`config.mk`:
```
export PLATFORM = sky130hd
export DESIGN_NAME = acl_credit_handle_tracker_flat
export DESIGN_NICKNAME = d
export VERILOG_FILES = /design/src/rtl/act_pkg.sv /design/src/rtl/act_if.sv /design/src/rtl/act_ctrl.sv /design/src/rtl/act_dp.sv /design/src/rtl/acl_credit_handle_tracker.sv /design/src/flat_wrapper.sv
export SDC_FILE = /design/constraint.sdc
export NUM_CORES = 1
export LEC_CHECK = 0
export BUFFER_PORTS_ARGS = -buffer_cell sky130_fd_sc_hd__buf_2
export CAP_MARGIN = 20
export CORE_MARGIN = 8
export CORE_UTILIZATION = 45
export DETAILED_ROUTE_END_ITERATION = 7
export SLEW_MARGIN = 20
export SYNTH_ARGS = -nofsm -noshare
export SYNTH_HDL_FRONTEND = slang
export SYNTH_SLANG_ARGS = --single-unit
```
`constraint.sdc`:
```
create_clock -name i_clk -period 10.2 [get_ports i_clk]
set_input_delay 1.02 -clock i_clk [delete_from_list [all_inputs] [get_ports i_clk]]
set_output_delay 1.02 -clock i_clk [all_outputs]
set_load 0.02 [all_outputs]
```
`src/rtl/act_pkg.sv`:
```
// Package for the ACL credit handle tracker: event and status codes, slot word,
// controller state type and the command/status bundles between controller and datapath.
// No dependencies.
package act_pkg;

    localparam int FUNC_W   = 3;
    localparam int HANDLE_W = 12;
    localparam int CNT_W    = 16;
    localparam int STAT_W   = 3;

    // event kinds
    localparam logic [FUNC_W-1:0] FN_SUBMIT     = 3'd0;
    localparam logic [FUNC_W-1:0] FN_COMPLETE   = 3'd1;
    localparam logic [FUNC_W-1:0] FN_DISCONNECT = 3'd2;
    localparam logic [FUNC_W-1:0] FN_BUFSIZE    = 3'd3;
    localparam logic [FUNC_W-1:0] FN_RESET      = 3'd4;

    // result codes
    localparam logic [STAT_W-1:0] ST_DONE       = 3'd0;
    localparam logic [STAT_W-1:0] ST_NOT_READY  = 3'd1;
    localparam logic [STAT_W-1:0] ST_NO_CREDIT  = 3'd2;
    localparam logic [STAT_W-1:0] ST_TABLE_FULL = 3'd3;
    localparam logic [STAT_W-1:0] ST_WIRE_FAIL  = 3'd4;
    localparam logic [STAT_W-1:0] ST_UNKNOWN    = 3'd5;

    typedef struct packed {
        logic [HANDLE_W-1:0] handle;
        logic [CNT_W-1:0]    outstanding;
    } t_slot;

    typedef enum logic [2:0] {
        S_IDLE,
        S_DECODE,
        S_SCAN,
        S_APPLY,
        S_CEIL,
        S_CLAMP,
        S_RESULT
    } t_state;

    // controller -> datapath
    typedef struct packed {
        logic capture;
        logic scan_start;
        logic scan_step;
        logic apply;
        logic ceil;
        logic clamp;
        logic out_load;
    } t_cmd;

    // datapath -> controller
    typedef struct packed {
        logic need_scan;
        logic scan_done;
        logic need_clamp;
        logic out_free;
    } t_stat;

endpackage

```
`src/rtl/act_if.sv`:
```
// Valid/ready channel interfaces for the ACL credit tracker: event input and result output.
// Depends on act_pkg for field widths.
interface act_in_if import act_pkg::*; ();
    logic                valid;
    logic                ready;
    logic [FUNC_W-1:0]   func;
    logic [HANDLE_W-1:0] handle;
    logic [CNT_W-1:0]    count;
    logic                wire_ok;

    modport source (output valid, func, handle, count, wire_ok, input ready);
    modport sink   (input valid, func, handle, count, wire_ok, output ready);
endinterface

interface act_out_if import act_pkg::*; ();
    logic              valid;
    logic              ready;
    logic [STAT_W-1:0] status;
    logic [CNT_W-1:0]  available_credits;
    logic [CNT_W-1:0]  in_flight;

    modport source (output valid, status, available_credits, in_flight, input ready);
    modport sink   (input valid, status, available_credits, in_flight, output ready);
endinterface

```
`src/rtl/act_ctrl.sv`:
```
// Sequencing state machine of the ACL credit tracker.
// Depends on act_pkg (t_state, t_cmd, t_stat).
module act_ctrl
    import act_pkg::*;
(
    input  logic  i_clk,
    input  logic  i_rst_n,
    input  logic  i_in_valid,
    output logic  o_in_ready,
    input  t_stat i_stat,
    output t_cmd  o_cmd
);

    t_state r_state;
    t_state n_state;

    always_ff @(posedge i_clk) begin
        if (!i_rst_n) begin
            r_state <= S_IDLE;
        end else begin
            r_state <= n_state;
        end
    end

    always_comb begin
        n_state = r_state;
        unique case (r_state)
            S_IDLE: begin
                if (i_in_valid) n_state = S_DECODE;
            end
            S_DECODE: begin
                n_state = i_stat.need_scan ? S_SCAN : S_APPLY;
            end
            S_SCAN: begin
                if (i_stat.scan_done) n_state = S_APPLY;
            end
            S_APPLY: begin
                n_state = i_stat.need_clamp ? S_CEIL : S_RESULT;
            end
            S_CEIL:  n_state = S_CLAMP;
            S_CLAMP: n_state = S_RESULT;
            S_RESULT: begin
                if (i_stat.out_free) n_state = S_IDLE;
            end
            default: n_state = S_IDLE;
        endcase
    end

    always_comb begin
        o_cmd      = '0;
        o_in_ready = 1'b0;
        unique case (r_state)
            S_IDLE: begin
                o_in_ready  = 1'b1;
                o_cmd.capture = i_in_valid;
            end
            S_DECODE: o_cmd.scan_start = i_stat.need_scan;
            S_SCAN:   o_cmd.scan_step  = 1'b1;
            S_APPLY:  o_cmd.apply      = 1'b1;
            S_CEIL:   o_cmd.ceil       = 1'b1;
            S_CLAMP:  o_cmd.clamp      = 1'b1;
            S_RESULT: o_cmd.out_load   = i_stat.out_free;
            default: ;
        endcase
    end

    a_cmd_onehot: assert property (@(posedge i_clk) disable iff (!i_rst_n)
        $onehot0({o_cmd.capture, o_cmd.scan_start, o_cmd.scan_step, o_cmd.apply,
                  o_cmd.ceil, o_cmd.clamp, o_cmd.out_load}))
        else $error("more than one datapath command at once");

    a_accept_decode: assert property (@(posedge i_clk) disable iff (!i_rst_n)
        (o_in_ready && i_in_valid) |=> (r_state == S_DECODE))
        else $error("accepted transfer not followed by decode");

    a_scan_exit: assert property (@(posedge i_clk) disable iff (!i_rst_n)
        (r_state == S_SCAN && i_stat.scan_done) |=> (r_state == S_APPLY))
        else $error("finished scan not followed by apply");

endmodule

```
`src/rtl/act_dp.sv`:
```
// Datapath of the ACL credit tracker: item capture, slot table (used bits in flops,
// handle/outstanding in a memory), slot scan, credit update, clamp and result register.
// Depends on act_pkg.
module act_dp
    import act_pkg::*;
#(
    parameter int HANDLE_SLOTS = 8
)(
    input  logic                i_clk,
    input  logic                i_rst_n,
    input  logic                i_cfg_we,
    input  logic                i_cfg_wdata,
    input  logic [FUNC_W-1:0]   i_func,
    input  logic [HANDLE_W-1:0] i_handle,
    input  logic [CNT_W-1:0]    i_count,
    input  logic                i_wire_ok,
    input  t_cmd                i_cmd,
    output t_stat               o_stat,
    input  logic                i_out_ready,
    output logic                o_out_valid,
    output logic [STAT_W-1:0]   o_status,
    output logic [CNT_W-1:0]    o_available_credits,
    output logic [CNT_W-1:0]    o_in_flight
);

    localparam int IW = (HANDLE_SLOTS > 1) ? $clog2(HANDLE_SLOTS) : 1;
    localparam logic [IW-1:0] LAST_IDX = IW'(HANDLE_SLOTS - 1);

    // captured item
    logic [FUNC_W-1:0]   r_func;
    logic [HANDLE_W-1:0] r_handle;
    logic [CNT_W-1:0]    r_count;
    logic                r_wire_ok;

    // block state
    logic                    r_link;
    logic [CNT_W-1:0]        r_credits;
    logic [CNT_W-1:0]        r_buf;
    logic [CNT_W-1:0]        r_in_flight;
    logic [HANDLE_SLOTS-1:0] r_used;
    t_slot                   r_mem [HANDLE_SLOTS];

    // scan
    logic          r_scan_issue;
    logic [IW-1:0] r_scan_addr;
    logic          r_rd_vld;
    logic [IW-1:0] r_rd_idx;
    t_slot         r_rd_data;
    logic          r_hit;
    logic [IW-1:0] r_hit_idx;
    logic [CNT_W-1:0] r_hit_out;
    logic          r_free;
    logic [IW-1:0] r_free_idx;

    logic [CNT_W-1:0]  r_ceil;
    logic [STAT_W-1:0] r_status;

    // result register
    logic              r_out_vld;
    logic [STAT_W-1:0] r_out_status;
    logic [CNT_W-1:0]  r_out_credits;
    logic [CNT_W-1:0]  r_out_in_flight;

    // apply next values
    logic [CNT_W-1:0]        n_credits;
    logic [CNT_W-1:0]        n_buf;
    logic [CNT_W-1:0]        n_in_flight;
    logic [HANDLE_SLOTS-1:0] n_used;
    logic [STAT_W-1:0]       n_status;
    logic                    n_need_clamp;
    logic                    mem_we;
    logic [IW-1:0]           slot_sel;
    t_slot                   mem_wdata;
    logic [CNT_W-1:0]        base_out;
    logic [CNT_W-1:0]        got;

    assign o_stat.need_scan  = ((r_func == FN_SUBMIT) && r_link && (r_credits != '0))
                             || (r_func == FN_COMPLETE) || (r_func == FN_DISCONNECT);
    assign o_stat.scan_done  = !r_scan_issue && !r_rd_vld;
    // decided in the apply cycle from the event kind and the scan outcome
    assign o_stat.need_clamp = n_need_clamp;
    assign o_stat.out_free   = !r_out_vld || i_out_ready;

    assign slot_sel = r_hit ? r_hit_idx : r_free_idx;
    assign base_out = r_hit ? r_hit_out : '0;
    assign got      = (r_hit_out >= r_count) ? r_count : r_hit_out;

    always_comb begin
        n_credits    = r_credits;
        n_buf        = r_buf;
        n_in_flight  = r_in_flight;
        n_used       = r_used;
        n_status     = ST_DONE;
        n_need_clamp = 1'b0;
        mem_we       = 1'b0;
        mem_wdata    = '{handle: r_handle, outstanding: base_out};
        unique case (r_func)
            FN_SUBMIT: begin
                if (!r_link) begin
                    n_status = ST_NOT_READY;
                end else if (r_credits == '0) begin
                    n_status = ST_NO_CREDIT;
                end else if (!r_hit && !r_free) begin
                    n_status = ST_TABLE_FULL;
                end else begin
                    // slot stays claimed even if the wire refuses
                    n_used[slot_sel] = 1'b1;
                    mem_we           = 1'b1;
                    mem_wdata.outstanding = base_out + {{(CNT_W-1){1'b0}}, r_wire_ok};
                    if (!r_wire_ok) begin
                        n_status = ST_WIRE_FAIL;
                    end else begin
                        n_credits   = r_credits - CNT_W'(1);
                        n_in_flight = r_in_flight + CNT_W'(1);
                    end
                end
            end
            FN_COMPLETE: begin
                if (!r_hit) begin
                    n_status = ST_UNKNOWN;
                end else begin
                    mem_we                = 1'b1;
                    mem_wdata.outstanding = r_hit_out - got;
                    n_credits             = r_credits + got;
                    n_in_flight           = r_in_flight - got;
                    n_need_clamp          = 1'b1;
                end
            end
            FN_DISCONNECT: begin
                if (!r_hit) begin
                    n_status = ST_UNKNOWN;
                end else begin
                    n_used[r_hit_idx] = 1'b0;
                    n_credits         = r_credits + r_hit_out;
                    n_in_flight       = r_in_flight - r_hit_out;
                    n_need_clamp      = 1'b1;
                end
            end
            FN_BUFSIZE: begin
                if (r_buf == '0) begin
                    n_used      = '0;
                    n_in_flight = '0;
                    n_credits   = r_count;
                end
                n_buf        = r_count;
                n_need_clamp = 1'b1;
            end
            FN_RESET: begin
                n_used      = '0;
                n_in_flight = '0;
                n_credits   = r_buf;
            end
            default: ;
        endcase
    end

    // item capture, payload only
    always_ff @(posedge i_clk) begin
        if (i_cmd.capture) begin
            r_func    <= i_func;
            r_handle  <= i_handle;
            r_count   <= i_count;
            r_wire_ok <= i_wire_ok;
        end
    end

    // slot memory: one write, one registered read
    always_ff @(posedge i_clk) begin
        if (i_cmd.apply && mem_we) begin
            r_mem[slot_sel] <= mem_wdata;
        end
        r_rd_data <= r_mem[r_scan_addr];
    end

    // scan payload, ceiling and result payload
    always_ff @(posedge i_clk) begin
        r_rd_idx <= r_scan_addr;
        if (i_cmd.scan_step && r_rd_vld) begin
            if (r_used[r_rd_idx] && !r_hit && (r_rd_data.handle == r_handle)) begin
                r_hit_idx <= r_rd_idx;
                r_hit_out <= r_rd_data.outstanding;
            end
            if (!r_used[r_rd_idx] && !r_free) begin
                r_free_idx <= r_rd_idx;
            end
        end
        if (i_cmd.ceil) begin
            r_ceil <= (r_buf > r_in_flight) ? (r_buf - r_in_flight) : '0;
        end
        if (i_cmd.out_load) begin
            r_out_status    <= r_status;
            r_out_credits   <= r_credits;
            r_out_in_flight <= r_in_flight;
        end
    end

    always_ff @(posedge i_clk) begin
        if (!i_rst_n) begin
            r_link       <= 1'b0;
            r_credits    <= '0;
            r_buf        <= '0;
            r_in_flight  <= '0;
            r_used       <= '0;
            r_scan_issue <= 1'b0;
            r_scan_addr  <= '0;
            r_rd_vld     <= 1'b0;
            r_hit        <= 1'b0;
            r_free       <= 1'b0;
            r_status     <= ST_DONE;
            r_out_vld    <= 1'b0;
        end else begin
            if (i_cfg_we) begin
                r_link <= i_cfg_wdata;
            end
            if (i_cmd.scan_start) begin
                r_scan_issue <= 1'b1;
                r_scan_addr  <= '0;
                r_rd_vld     <= 1'b0;
                r_hit        <= 1'b0;
                r_free       <= 1'b0;
            end else if (i_cmd.scan_step) begin
                r_rd_vld <= r_scan_issue;
                if (r_scan_issue) begin
                    if (r_scan_addr == LAST_IDX) begin
                        r_scan_issue <= 1'b0;
                    end else begin
                        r_scan_addr <= r_scan_addr + IW'(1);
                    end
                end
                if (r_rd_vld) begin
                    if (r_used[r_rd_idx] && (r_rd_data.handle == r_handle)) begin
                        r_hit <= 1'b1;
                    end
                    if (!r_used[r_rd_idx]) begin
                        r_free <= 1'b1;
                    end
                end
            end
            if (i_cmd.apply) begin
                r_credits    <= n_credits;
                r_buf        <= n_buf;
                r_in_flight  <= n_in_flight;
                r_used       <= n_used;
                r_status     <= n_status;
            end
            if (i_cmd.clamp && (r_credits > r_ceil)) begin
                r_credits <= r_ceil;
            end
            if (i_cmd.out_load) begin
                r_out_vld <= 1'b1;
            end else if (i_out_ready) begin
                r_out_vld <= 1'b0;
            end
        end
    end

    assign o_out_valid         = r_out_vld;
    assign o_status            = r_out_status;
    assign o_available_credits = r_out_credits;
    assign o_in_flight         = r_out_in_flight;

    a_clamp_bound: assert property (@(posedge i_clk) disable iff (!i_rst_n)
        i_cmd.clamp |=> (r_credits <= r_buf))
        else $error("credits above buffer total after clamp");

    a_reset_clears: assert property (@(posedge i_clk) disable iff (!i_rst_n)
        (i_cmd.apply && (r_func == FN_RESET)) |=> ((r_used == '0) && (r_in_flight == '0)))
        else $error("reset event left slots in use");

    a_scan_range: assert property (@(posedge i_clk) disable iff (!i_rst_n)
        r_scan_issue |-> (r_scan_addr <= LAST_IDX))
        else $error("scan address beyond slot table");

endmodule

```
`src/rtl/acl_credit_handle_tracker.sv`:
```
// Top level of the ACL credit handle tracker: joins controller and datapath to the channels.
// Depends on act_pkg, act_if (act_in_if, act_out_if), act_ctrl and act_dp.
//
//  channel    dir  handshake      payload
//  i_item     in   valid/ready    func[2:0] handle[11:0] count[15:0] wire_ok
//  o_result   out  valid/ready    status[2:0] available_credits[15:0] in_flight[15:0]
//  i_cfg_*    in   write enable   link_ready (one bit, no address)
//
// One item at a time. Submits that pass the link and credit checks, completions and
// disconnections scan the slot table, one slot read per cycle from the slot memory.
// Each item passes decode, the optional scan, apply, the optional ceiling and clamp
// steps and the result step; the clamp follows buffer-size reports and completions
// or disconnections that find their handle. The next item is taken back in idle.
// Reset is synchronous, active low; it empties the table through the per-slot used
// flops at once, so there is no clearing pass.
// A new item is taken while an earlier result still sits in the output register; the
// result of that item waits in its last state until the register is free.
module acl_credit_handle_tracker
    import act_pkg::*;
#(
    parameter int HANDLE_SLOTS = 8
)(
    input  logic      i_clk,
    input  logic      i_rst_n,
    act_in_if.sink    i_item,
    act_out_if.source o_result,
    input  logic      i_cfg_we,
    input  logic      i_cfg_wdata
);

    t_cmd  w_cmd;   // controller commands
    t_stat w_stat;  // datapath status back to controller
    logic  w_in_ready;

    assign i_item.ready = w_in_ready;

    act_ctrl u_ctrl (
        .i_clk      (i_clk),
        .i_rst_n    (i_rst_n),
        .i_in_valid (i_item.valid),
        .o_in_ready (w_in_ready),
        .i_stat     (w_stat),
        .o_cmd      (w_cmd)
    );

    act_dp #(
        .HANDLE_SLOTS (HANDLE_SLOTS)
    ) u_dp (
        .i_clk               (i_clk),
        .i_rst_n             (i_rst_n),
        .i_cfg_we            (i_cfg_we),
        .i_cfg_wdata         (i_cfg_wdata),
        .i_func              (i_item.func),
        .i_handle            (i_item.handle),
        .i_count             (i_item.count),
        .i_wire_ok           (i_item.wire_ok),
        .i_cmd               (w_cmd),
        .o_stat              (w_stat),
        .i_out_ready         (o_result.ready),
        .o_out_valid         (o_result.valid),
        .o_status            (o_result.status),
        .o_available_credits (o_result.available_credits),
        .o_in_flight         (o_result.in_flight)
    );

endmodule

```
`src/flat_wrapper.sv`:
```
// flat-port wrapper written by rule: the top's interface ports become plain ports
module acl_credit_handle_tracker_flat import act_pkg::*;
#(
    parameter int HANDLE_SLOTS = 8
)
  (i_clk, i_rst_n, i_cfg_we, i_cfg_wdata, i_item_valid, i_item_func, i_item_handle, i_item_count, i_item_wire_ok, i_item_ready, o_result_valid, o_result_status, o_result_available_credits, o_result_in_flight, o_result_ready);
  act_in_if i_item_i ();
  act_out_if o_result_i ();
  input  logic i_clk;
  input  logic i_rst_n;
  input  logic i_cfg_we;
  input  logic i_cfg_wdata;
  input wire logic [$bits(i_item_i.valid)-1:0] i_item_valid;
  input wire logic [$bits(i_item_i.func)-1:0] i_item_func;
  input wire logic [$bits(i_item_i.handle)-1:0] i_item_handle;
  input wire logic [$bits(i_item_i.count)-1:0] i_item_count;
  input wire logic [$bits(i_item_i.wire_ok)-1:0] i_item_wire_ok;
  output wire logic [$bits(i_item_i.ready)-1:0] i_item_ready;
  output wire logic [$bits(o_result_i.valid)-1:0] o_result_valid;
  output wire logic [$bits(o_result_i.status)-1:0] o_result_status;
  output wire logic [$bits(o_result_i.available_credits)-1:0] o_result_available_credits;
  output wire logic [$bits(o_result_i.in_flight)-1:0] o_result_in_flight;
  input wire logic [$bits(o_result_i.ready)-1:0] o_result_ready;
  assign i_item_i.valid = i_item_valid;
  assign i_item_i.func = i_item_func;
  assign i_item_i.handle = i_item_handle;
  assign i_item_i.count = i_item_count;
  assign i_item_i.wire_ok = i_item_wire_ok;
  assign i_item_ready = i_item_i.ready;
  assign o_result_valid = o_result_i.valid;
  assign o_result_status = o_result_i.status;
  assign o_result_available_credits = o_result_i.available_credits;
  assign o_result_in_flight = o_result_i.in_flight;
  assign o_result_i.ready = o_result_ready;
  acl_credit_handle_tracker #(.HANDLE_SLOTS(HANDLE_SLOTS)) u_core (.i_clk(i_clk), .i_rst_n(i_rst_n), .i_item(i_item_i), .o_result(o_result_i), .i_cfg_we(i_cfg_we), .i_cfg_wdata(i_cfg_wdata));
endmodule
```
==> results of run 1 <==
-- metal layers --
| layer | routed length, um | track usage (%) | part of all wire, % | vias to the layer above |
|---|---|---|---|---|
| met5 | 0 | 0 | 0 | - |
| met4 | 1700 | 7.44 | 3.3 | 0 |
| met3 | 2570 | 2.93 | 5.0 | 96 |
| met2 | 25100 | 32.1 | 49 | 375 |
| met1 | 22200 | 24.9 | 43 | 6601 |
| li1 | - | - | - | 6390 |
-- sequential cells by signal, indices dropped and copies added (netlist names), 3 cells and up --
name / cells
u_core.u_dp.r_func: 3
u_core.u_dp.r_credits: 16
u_core.u_dp.r_rd_data: 28
u_core.u_dp.r_mem: 224
u_core.u_dp.r_buf: 16
u_core.u_dp.r_scan_addr: 3
u_core.u_dp.o_in_flight: 16
u_core.u_dp.r_in_flight: 16
u_core.u_dp.r_used: 8
u_core.u_dp.r_hit_idx: 3
u_core.u_dp.r_ceil: 16
u_core.u_dp.o_available_credits: 16
u_core.u_dp.r_hit_out: 16
u_core.u_dp.r_handle: 12
u_core.u_dp.r_rd_idx: 3
u_core.u_ctrl.r_state: 3
u_core.u_dp.o_status: 3
u_core.u_dp.r_count: 16
u_core.u_dp.r_status: 3
u_core.u_dp.r_free_idx: 3
-- area by class of cell --
cell class                 instances  area [um2]  area share (%)
timing repair buffer              97         556            2.40
clock buffer                      75        1320            5.70
clock inverter                    11         155           0.669
multi-input combinational       1063        8150            35.1
tap                              600         751            3.24
sequential                       431       11900            51.4
inverter                          87         327            1.41
-- cell usage after synthesis (all sizes together) (13+ instances only) --
cell      n
or2      19
xor2     24
nor3     28
nand2   105
nand4    14
mux2i    21
o22ai    26
clkbuf   42
o21ai    64
dfxtp   102
nand2b   18
nor2b    28
o211ai   13
xnor2    33
a21o     21
buf      17
mux2     30
ha       97
mux4     58
nand3    34
nor2    131
a211oi   18
inv      87
edfxtp  329
a21oi   111
o21a     14
a21boi   18
and3     14
-- cell families (layout without fill, tap and decap cells) --
family                     count (synthesis)  after routing
and+or+nand+nor                          433            433
DFF                                      431            431
AOI/OAI and AO/OA                        362            362
buffers and inverters                    147            270
muxes                                    109            109
adders and majority gates                101            101
xor gates and xnor gates                  58             58
-- through the flow --
step	cell area [um2]	total power [W]
2_1_floorplan	20600	0.00227
3_3_place_gp	21700	0.00239
3_5_place_dp	21700	0.00240
4_1_cts	23200	0.00403
5_1_grt	23200	0.00414
6_report	23200	0.00399
-- power breakdown --
part | leakage (nW) | total (W) | internal, W | switching [W]
sequential | 4.11 | 0.00196 | 0.00192 | 0.0000472
combinational | 3.85 | 0.000399 | 0.000155 | 0.000244
clock | 0.715 | 0.00163 | 0.000943 | 0.000683
total | 8.67 | 0.00399 | 0.00301 | 0.000974
-- worst max-delay path by stage --
stage                                        from                                      to  slack (ns)  depth (start not counted)
6_report       u_core.u_dp.r_hit_out[2]$_DFFE_PP_  u_core.u_dp.r_credits[15]$_SDFFE_PN0P_        4.49                         20
3_3_place_gp   u_core.u_dp.r_hit_out[2]$_DFFE_PP_  u_core.u_dp.r_credits[15]$_SDFFE_PN0P_        4.60                         20
4_1_cts        u_core.u_dp.r_hit_out[2]$_DFFE_PP_  u_core.u_dp.r_credits[15]$_SDFFE_PN0P_        4.49                         20
5_1_grt        u_core.u_dp.r_hit_out[2]$_DFFE_PP_      u_core.u_dp.r_mem[1][12]$_DFFE_PP_        4.12                         19
2_1_floorplan  u_core.u_dp.r_hit_out[5]$_DFFE_PP_  u_core.u_dp.r_credits[15]$_SDFFE_PN0P_        5.57                         19
3_5_place_dp   u_core.u_dp.r_hit_out[2]$_DFFE_PP_  u_core.u_dp.r_credits[15]$_SDFFE_PN0P_        4.53                         20
==> metrics, run 1 <==
result of the run finished clean; ANT nets after route 0; source-to-sink clock delay at the later pin of the worst-skew pair around 0.58 ns; number of buffers on the longest clock path 3; number of max-cap violations 0; share of synthesized flip-flops with an asynchronous set or reset 0%; number of optimization iterations in the first detailed-route pass 5; worst setup slack after layout around 4.5 ns; Yosys warnings 0; number of setup buffers added after CTS 0; area share of the largest cell type after synthesis a little under half; critical path data arrival time roughly 6.2 ns; TritonCTS clock tree built; adder-cell share of the synthesized area about 6.3%; kind of path behind the tightest hold check flip-flop to flip-flop; final core utilization ~51%; die area 52900 um2; endpoint of the worst-slack reg-to-reg timing path u_core.u_dp.r_credits[15]$_SDFFE_PN0P_; portion of the post-synthesis area used by sequential elements between 50% and 60%; largest cells by area after synthesis edfxtp_1 48%, dfxtp_1 9.9%, mux4_2 6.3%; initial antenna violation count 0; number of hold buffers added after CTS 0; logic depth of the worst register-to-register path 20; power density cells 172 nW/um2; placer's final routability congestion estimate ~0.91; leakage between 8 and 9 nW; worst-case hold path end point u_core.u_dp.r_rd_idx[1]$_DFF_P_; Max rail drop VDD 0.152 mV; vias in the first global route 13428; count of placed standard cells in the final layout, fillers left out around 2400; Slew Limit Fails 0; number of synthesized register bits roughly 430; clock root buffer clkbuf_16; share of final-layout standard cells stronger than drive strength 1 16.6%; simple-gate share of the synthesized area about a tenth; number of different library cells in the post-synthesis netlist 74; Area growth, synth to finish 12.5%; maximum frequency from static timing analysis roughly 180 MHz; DRC violations left 0; Worst-Margin Slew slightly above 1 ns; floorplan die width approximately 230 um; slowest cell on the critical path nor2_1; RSZ-0062 raised after global routing false; max-slew headroom at the worst pin 30.5%; largest delay contributor family on the critical path compound AO/OA/AOI/OAI gates; maximum number of pins on one net before global-route repair 57; largest fanout of any net on the critical path 9; Min Hold Slack about 0.40 ns; total detailed-routing wirelength 51600 um; Wirelength per Cell between 20 and 25 um; number of gates given a new drive strength after cts 0; standard-cell row count 78; instance count after placement with tap cells included 2277; Critical Path Sink Type flip-flop; count of H-tree levels built during CTS 2; compound-cell area share of the yosys netlist around 11%; Final nets ~1900; global-route wire length before repair 79300 um; largest family of logic cells by synthesized area compound AO/OA/AOI/OAI gates; Reg-to-Reg Start u_core.u_dp.r_hit_out[2]$_DFFE_PP_; mux cell area share after synthesis approximately 9%; most common library cell in the layout ignoring fill and taps edfxtp_1; shortest period the worst path allows ~5.7 ns; post-route clock skew around 0.013 ns; filler cell count 3997; dominant register cell in the synthesized netlist edfxtp_1; synthesized instance count between 1500 and 2000; longest individual stage delay on the worst path just under 0.7 ns; initial detailed-routing violation count 1033; largest area contributor in the netlist edfxtp_1; number of synthesized flops with an enable pin 329; dpl ws roughly 4.5 ns; Setup crit start kind flip-flop; hold-critical path depth 0; final global-route overflow total 0; sequence of cells on the critical path ha_1, a21oi_1, o21ai_0, a31oi_1, o21ai_0, nor2_1, buf_4, mux2i_1, a21oi_1, or2_2, ha_1, a211o_1, a21oi_4, a21boi_2, o41a_1, a41o_1, o41ai_2, xnor3_1, o21ai_1, o2111a_1; vias approximately 13000; Die Y-Extent roughly 230 um; DPL Wire Length 35700 um; placeable core region between 40000 and 50000 um2; Final Hold Vio Count 0; Crit path buffers/inverters 1; Sum Neg Setup Slack 0 ns; required time at the worst-slack endpoint 10.72 ns; post-synthesis share of cell area spent on xor and xnor gates under 10%; average via count per standard cell around 5.7; Mapped Avg Cell Area approximately 13 um2; number of antenna diodes 0; ports placed on the boundary 75; Worst Setup Path Type flip-flop to flip-flop; final setup violating endpoints 0; commonest cells after routing, fill and taps aside 329 x edfxtp_1, 121 x nor2_1, 110 x a21oi_1, 105 x nand2_1, 100 x dfxtp_1; Buffers on Ports between 70 and 80; portion of the clock cycle consumed by the worst path in the final layout 56.0%; GRT Resource Usage Total 19.2%; number of buffers created by CTS between 40 and 50; hold path startpoint u_core.u_dp.r_scan_addr[1]$_SDFFE_PP0P_; clock sink count roughly 430; Reg clk slew, reported paths approximately 0.06 ns; post-synthesis cell area ~21000 um2; total nets after synthesis ~1800; FF-to-FF setup slack between 4 and 5 ns; Initial Utilization about 46%
(Power assumes the default switching activity.)
==> inputs of run 2 (changes only) <==
- clock period: 10.2 -> 5.68 ns (I/O delays scaled with it)
==> metrics, run 2 (synthesis gave the netlist of run 1 again) <==
Sum Neg Setup Slack 0 ns (unchanged); Final nets 1867 (+0.11%); power density cells 315 nW/um2 (+83%); initial antenna violation count 0 (unchanged); leakage 8.73 nW (+0.61%); largest fanout of any net on the critical path 13 (+4); number of gates given a new drive strength after cts 0 (unchanged); max reg flops 224 (unchanged); critical path data arrival time 5.67 ns (-0.56 ns); slowest cell on the critical path edfxtp_1; most flop-heavy register u_core.u_dp.r_mem; most repeated library cell on the critical path ha_1; TritonCTS clock tree built; Die Y-Extent 230 um (unchanged); portion of the clock cycle consumed by the worst path in the final layout 90.5% (+35 points); maximum frequency from static timing analysis 195 MHz (+11%); floorplan die width 230 um (unchanged); Wirelength per Cell 22.1 um (+1.4%); maximum number of pins on one net before global-route repair 50 (-12%); ports placed on the boundary 75 (unchanged); source-to-sink clock delay at the later pin of the worst-skew pair 0.58 ns (about the same); Max rail drop VDD 0.302 mV (+98%); die area 52900 um2 (unchanged); number of antenna diodes 0 (unchanged); clock sink count 431 (unchanged); required time at the worst-slack endpoint 6.21 ns (-4.51 ns); largest registers in the final layout u_core.u_dp.r_mem (224), u_core.u_dp.r_rd_data (28); DPL Wire Length 36200 um (+1.5%); clock group share of total power 42.0% (+1.2 points); number of hold buffers added after CTS 0 (unchanged); post-route clock skew 0.0279 ns (+0.0148 ns); sequence of cells on the critical path inv_1, ha_1, nand4_1, a211oi_1, nand2_1, o21ai_0, nor2_1, buf_4, mux2i_1, a21oi_1, or2_2, ha_1, o211ai_1, a21boi_0, a21boi_2, o41a_1, a41o_1, o41ai_2, xnor3_1, o21ai_1, o2111a_1; Area growth, synth to finish 13.0%; longest individual stage delay on the worst path 0.53 ns (-0.16 ns); total detailed-routing wirelength 52300 um (+1.3%); placer's final routability congestion estimate 0.931 (+2.1%); number of max-cap violations 0 (unchanged); combinational fraction of design power 9.8% (-0.2 points); commonest cells after routing, fill and taps aside 329 x edfxtp_1, 121 x nor2_1, 110 x a21oi_1, 105 x nand2_1, 100 x dfxtp_1; number of buffers created by CTS 45 (-2.2%); Slew Limit Fails 0 (unchanged); clock root buffer clkbuf_16; standard-cell row count 78 (unchanged); Psw 0.00176 W (+81%); Initial Utilization 45.5% (unchanged); Buffers on Ports 74 (unchanged); Worst-Margin Slew 1.06 ns (+0.0253 ns); largest delay contributor family on the critical path compound AO/OA/AOI/OAI gates; Crit path buffers/inverters 2 (+1); shortest period the worst path allows 5.14 ns (-0.567 ns); number of setup buffers added after CTS 0 (unchanged); kind of path behind the tightest hold check input port to flip-flop; initial detailed-routing violation count 1035 (+0.19%); ANT nets after route 0 (unchanged); vias in the first global route 13583 (+1.2%); global-route wire length before repair 80500 um (+1.5%); portion of total power attributed to sequential cells 48.2% (-1.0 points); DRC violations left 0 (unchanged); GRT Resource Usage Total 19.5% (+0.31 points); result of the run finished clean; final global-route overflow total 0 (unchanged); max-slew headroom at the worst pin 29.3% (-1.1 points); Reg clk slew, reported paths 0.06 ns (about the same); Setup crit start kind flip-flop; most common library cell in the layout ignoring fill and taps edfxtp_1; share of final-layout standard cells stronger than drive strength 1 17.1% (+0.52 points); placeable core region 45300 um2 (unchanged); number of optimization iterations in the first detailed-route pass 5 (unchanged); power consumption 0.00734 W (+84%); Final Hold Vio Count 0 (unchanged); Worst Setup Path Type flip-flop to flip-flop; vias 13501 (+0.29%); average via count per standard cell 5.71 (+0.33%); final setup violating endpoints 0 (unchanged); internal power 0.00557 W (+85%); number of buffers on the longest clock path 3 (unchanged); Critical Path Sink Type flip-flop; count of H-tree levels built during CTS 2 (unchanged); switching fraction of total power 24.0% (-0.40 points); RSZ-0062 raised after global routing false
## run 2: cell type report
cell class,instances,area [um2]
timing repair buffer,100,578
multi-input combinational,1063,8150
fill,3964,22000
tap,600,751
clock inverter,22,325
clock buffer,60,1230
inverter,87,327
sequential,431,11900
## run 2: worst paths after layout
path	startpoint	end	slack, ns	cells past startpoint
max	u_core.u_dp.r_count[15]$_DFFE_PP_	u_core.u_dp.r_credits[15]$_SDFFE_PN0P_	0.54	21
min	i_item_handle[9]	u_core.u_dp.r_handle[9]$_DFFE_PP_	0.17	1
max reg2reg	u_core.u_dp.r_count[15]$_DFFE_PP_	u_core.u_dp.r_credits[15]$_SDFFE_PN0P_	0.54	21
min reg2reg	u_core.u_dp.r_rd_data[6]$_DFF_P_	u_core.u_dp.r_hit_out[6]$_DFFE_PP_	0.39	0
## run 2: stage by stage
| step | util (%) | worst slack, ns | hold WS, ns | std cells | cell area (um2) |
|---|---|---|---|---|---|
| global route | 51.4 | 0.221 | 0.136 | 2363 | 23300 |
| finish | 51.4 | 0.540 | 0.169 | 2363 | 23300 |
| CTS | 51.4 | 0.543 | 0.130 | 2362 | 23300 |
| global placement | 47.9 | 0.724 | 0.386 | 2280 | 21700 |
| detailed placement | 47.9 | 0.588 | 0.389 | 2280 | 21700 |
| floorplan | - | 1.05 | 0.366 | 1641 | 20600 |
## run 2: power groups by stage
| stage | clock network, W | logic, W | registers, W |
|---|---|---|---|
| after floorplan | 0 | 0.000533 | 0.00355 |
| after CTS | 0.00316 | 0.000714 | 0.00354 |
| after detailed placement | 0 | 0.000710 | 0.00360 |
| after global placement | 0 | 0.000706 | 0.00360 |
| after global routing | 0.00327 | 0.000791 | 0.00354 |
| final | 0.00308 | 0.000717 | 0.00354 |
## run 2: metal layers
| metal | up-vias | wire length (um) | GRT usage, % |
|---|---|---|---|
| met4 | 0 | 1970 | 8.22 |
| li1 | 6396 | - | - |
| met3 | 108 | 2120 | 2.71 |
| met2 | 345 | 25300 | 32.7 |
| met1 | 6652 | 22900 | 25.2 |
| met5 | - | 0 | 0 |
==> inputs of run 3 (changes only) <==
- BUFFER_PORTS_ARGS: -buffer_cell sky130_fd_sc_hd__buf_2 -> -buffer_cell sky130_fd_sc_hd__buf_4
- RECOVER_POWER: not set -> 25
==> metrics, run 3 (synthesis gave the netlist of run 1 again) <==
maximum number of pins on one net before global-route repair 60 (+20%); shortest period the worst path allows 5.19 ns (+0.0446 ns); Max rail drop VDD 0.288 mV (-4.6%); Psw 0.00182 W (+3.0%); global-route wire length before repair 81200 um (+0.86%); clock sink count 431 (unchanged); number of optimization iterations in the first detailed-route pass 5 (unchanged); clock group share of total power 42.9% (+0.9 points); GRT Resource Usage Total 19.6% (+0.097 points); routed wire length on met3 2720 um (+28%); violations in the final reports max-capacitance violations, max-slew violations; clock root buffer clkbuf_16; power consumption 0.00747 W (+1.9%); Crit path buffers/inverters 1 (-1); initial detailed-routing violation count 1078 (+4.2%); largest fanout of any net on the critical path 8 (-5); share of final-layout standard cells stronger than drive strength 1 16.5% (-0.62 points); slowest cell on the critical path nor2_2; Buffers on Ports 74 (unchanged); sequence of cells on the critical path inv_1, ha_1, a21oi_1, o21ai_0, a31oi_1, o21ai_0, nor2_2, mux2i_1, a21oi_1, or2_2, ha_1, a211o_1, a21oi_4, a21boi_2, o41a_1, a41o_1, o41ai_2, xnor3_1, o21ai_1, o2111a_1; most flop-heavy register u_core.u_dp.r_mem; FF+latch area 11900 um2 (about the same); post-route clock skew 0.0252 ns (-0.00269 ns); placer's final routability congestion estimate 0.940 (+0.92%); portion of total power attributed to sequential cells 47.3% (-0.9 points); die area 52900 um2 (unchanged); final global-route overflow total 0 (unchanged); Final Hold Vio Count 0 (unchanged); internal power 0.00566 W (+1.5%); number of antenna diodes 0 (unchanged); number of buffers on the longest clock path 3 (unchanged); Final nets 1875 (+0.43%); largest registers in the final layout u_core.u_dp.r_mem (224), u_core.u_dp.r_rd_data (28); Worst Setup Path Type flip-flop to flip-flop; source-to-sink clock delay at the later pin of the worst-skew pair 0.60 ns (+0.02 ns); Initial Utilization 45.5% (unchanged); average via count per standard cell 5.79 (+1.4%); longest individual stage delay on the worst path 0.45 ns (-0.08 ns); total detailed-routing wirelength 52700 um (+0.77%); number of gates given a new drive strength after cts 0 (unchanged); power density cells 318 nW/um2 (+0.83%); ANT nets after route 0 (unchanged); largest delay contributor family on the critical path compound AO/OA/AOI/OAI gates; instance count after placement with tap cells included 2285 (+0.22%); Reg clk slew, reported paths 0.06 ns (about the same); length of routed wiring on met1 22400 um (-2.1%); leakage 8.79 nW (+0.78%); result of the run finished, violations left; number of hold buffers added after CTS 0 (unchanged); placeable core region 45300 um2 (unchanged); Sum Neg Setup Slack 0 ns (unchanged); critical path data arrival time 5.73 ns (+0.06 ns); RSZ-0062 raised after global routing false; initial antenna violation count 0 (unchanged); Wirelength per Cell 22.2 um (+0.26%); Slew Limit Fails 123 (+123); maximum frequency from static timing analysis 193 MHz (-0.86%); Die Y-Extent 230 um (unchanged); commonest cells after routing, fill and taps aside 329 x edfxtp_1, 121 x nor2_1, 110 x a21oi_1, 105 x nand2_1, 102 x dfxtp_1; kind of path behind the tightest hold check input port to flip-flop; final setup violating endpoints 0 (unchanged); max-slew headroom at the worst pin -102% (-130 points); filler cell count 3925 (-0.98%); top layer used by detailed routing met4; required time at the worst-slack endpoint 6.22 ns (about the same); combinational fraction of design power 9.9% (about the same); area taken by multi-input logic gates 8140 um2 (about the same); number of buffers created by CTS 47 (+4.4%); standard-cell row count 78 (unchanged); count of placed standard cells in the final layout, fillers left out 2375 (+0.51%); DRC violations left 0 (unchanged); portion of the clock cycle consumed by the worst path in the final layout 91.3% (+0.79 points); Worst-Margin Slew 3.03 ns (+1.97 ns); ports placed on the boundary 75 (unchanged); floorplan die width 230 um (unchanged); max reg flops 224 (unchanged); Critical Path Sink Type flip-flop; DPL Wire Length 36300 um (+0.32%); number of setup buffers added after CTS 0 (unchanged); Setup crit start kind flip-flop; switching fraction of total power 24.3% (+0.27 points); vias in the first global route 13630 (+0.35%); number of max-cap violations 3 (+3); count of H-tree levels built during CTS 2 (unchanged); TritonCTS clock tree built; vias 13759 (+1.9%); met2 WL post-DR 25500 um (+0.87%); most common library cell in the layout ignoring fill and taps edfxtp_1; Area growth, synth to finish 14.2%
run 3: changes by cell type in the layout (fill, tap and decap cells not counted), sizes merged:
cell	delta
clkbuf	+38
buf	-28
inv	+2
clkinv	+1
clkinvlp	-1
run 3: final timing paths:
kind	start	depth (start not counted)	slack (ns)	endpoint
hold reg to reg	u_core.u_dp.r_rd_data[5]$_DFF_P_	0	0.40	u_core.u_dp.r_hit_out[5]$_DFFE_PP_
setup reg to reg	u_core.u_dp.r_count[2]$_DFFE_PP_	20	0.49	u_core.u_dp.r_credits[15]$_SDFFE_PN0P_
setup / recovery	u_core.u_dp.r_count[2]$_DFFE_PP_	20	0.49	u_core.u_dp.r_credits[15]$_SDFFE_PN0P_
hold / removal	i_item_handle[0]	1	0.18	u_core.u_dp.r_handle[0]$_DFFE_PP_
run 3: metal layers:
metal | vias to the layer above | track usage, %
met3 | 108 | 2.84
met4 | 0 | 8.20
met5 | - | 0
li1 | 6418 | -
met2 | 401 | 32.8
met1 | 6832 | 25.3
run 3: metrics by stage:
step / instance area [um2] / hold WS (ns) / worst slack (ns) / utilization [%]
CTS: 23600 / 0.125 / 0.245 / 52.0
global route: 23500 / 0.152 / 0.0196 / 51.9
floorplan: 20600 / 0.366 / 1.05 / -
detailed placement: 21900 / 0.389 / 0.266 / 48.4
global placement: 21900 / 0.387 / 0.336 / 48.4
finish: 23500 / 0.181 / 0.495 / 51.9
run 3: area by class of cell:
cell class / count / area share (%)
timing repair buffer: 106 / 3.20
clock buffer: 64 / 5.49
inverter: 87 / 1.39
sequential: 431 / 50.7
clock inverter: 24 / 1.44
multi-input combinational: 1063 / 34.6
tap: 600 / 3.19
run 3: power groups by stage:
stage	combinational, W	sequential, W	clock, W
after floorplan	0.000533	0.00355	0
after global placement	0.000725	0.00360	0
after detailed placement	0.000730	0.00360	0
after CTS	0.000734	0.00353	0.00327
after global routing	0.000808	0.00354	0.00337
final	0.000737	0.00353	0.00320
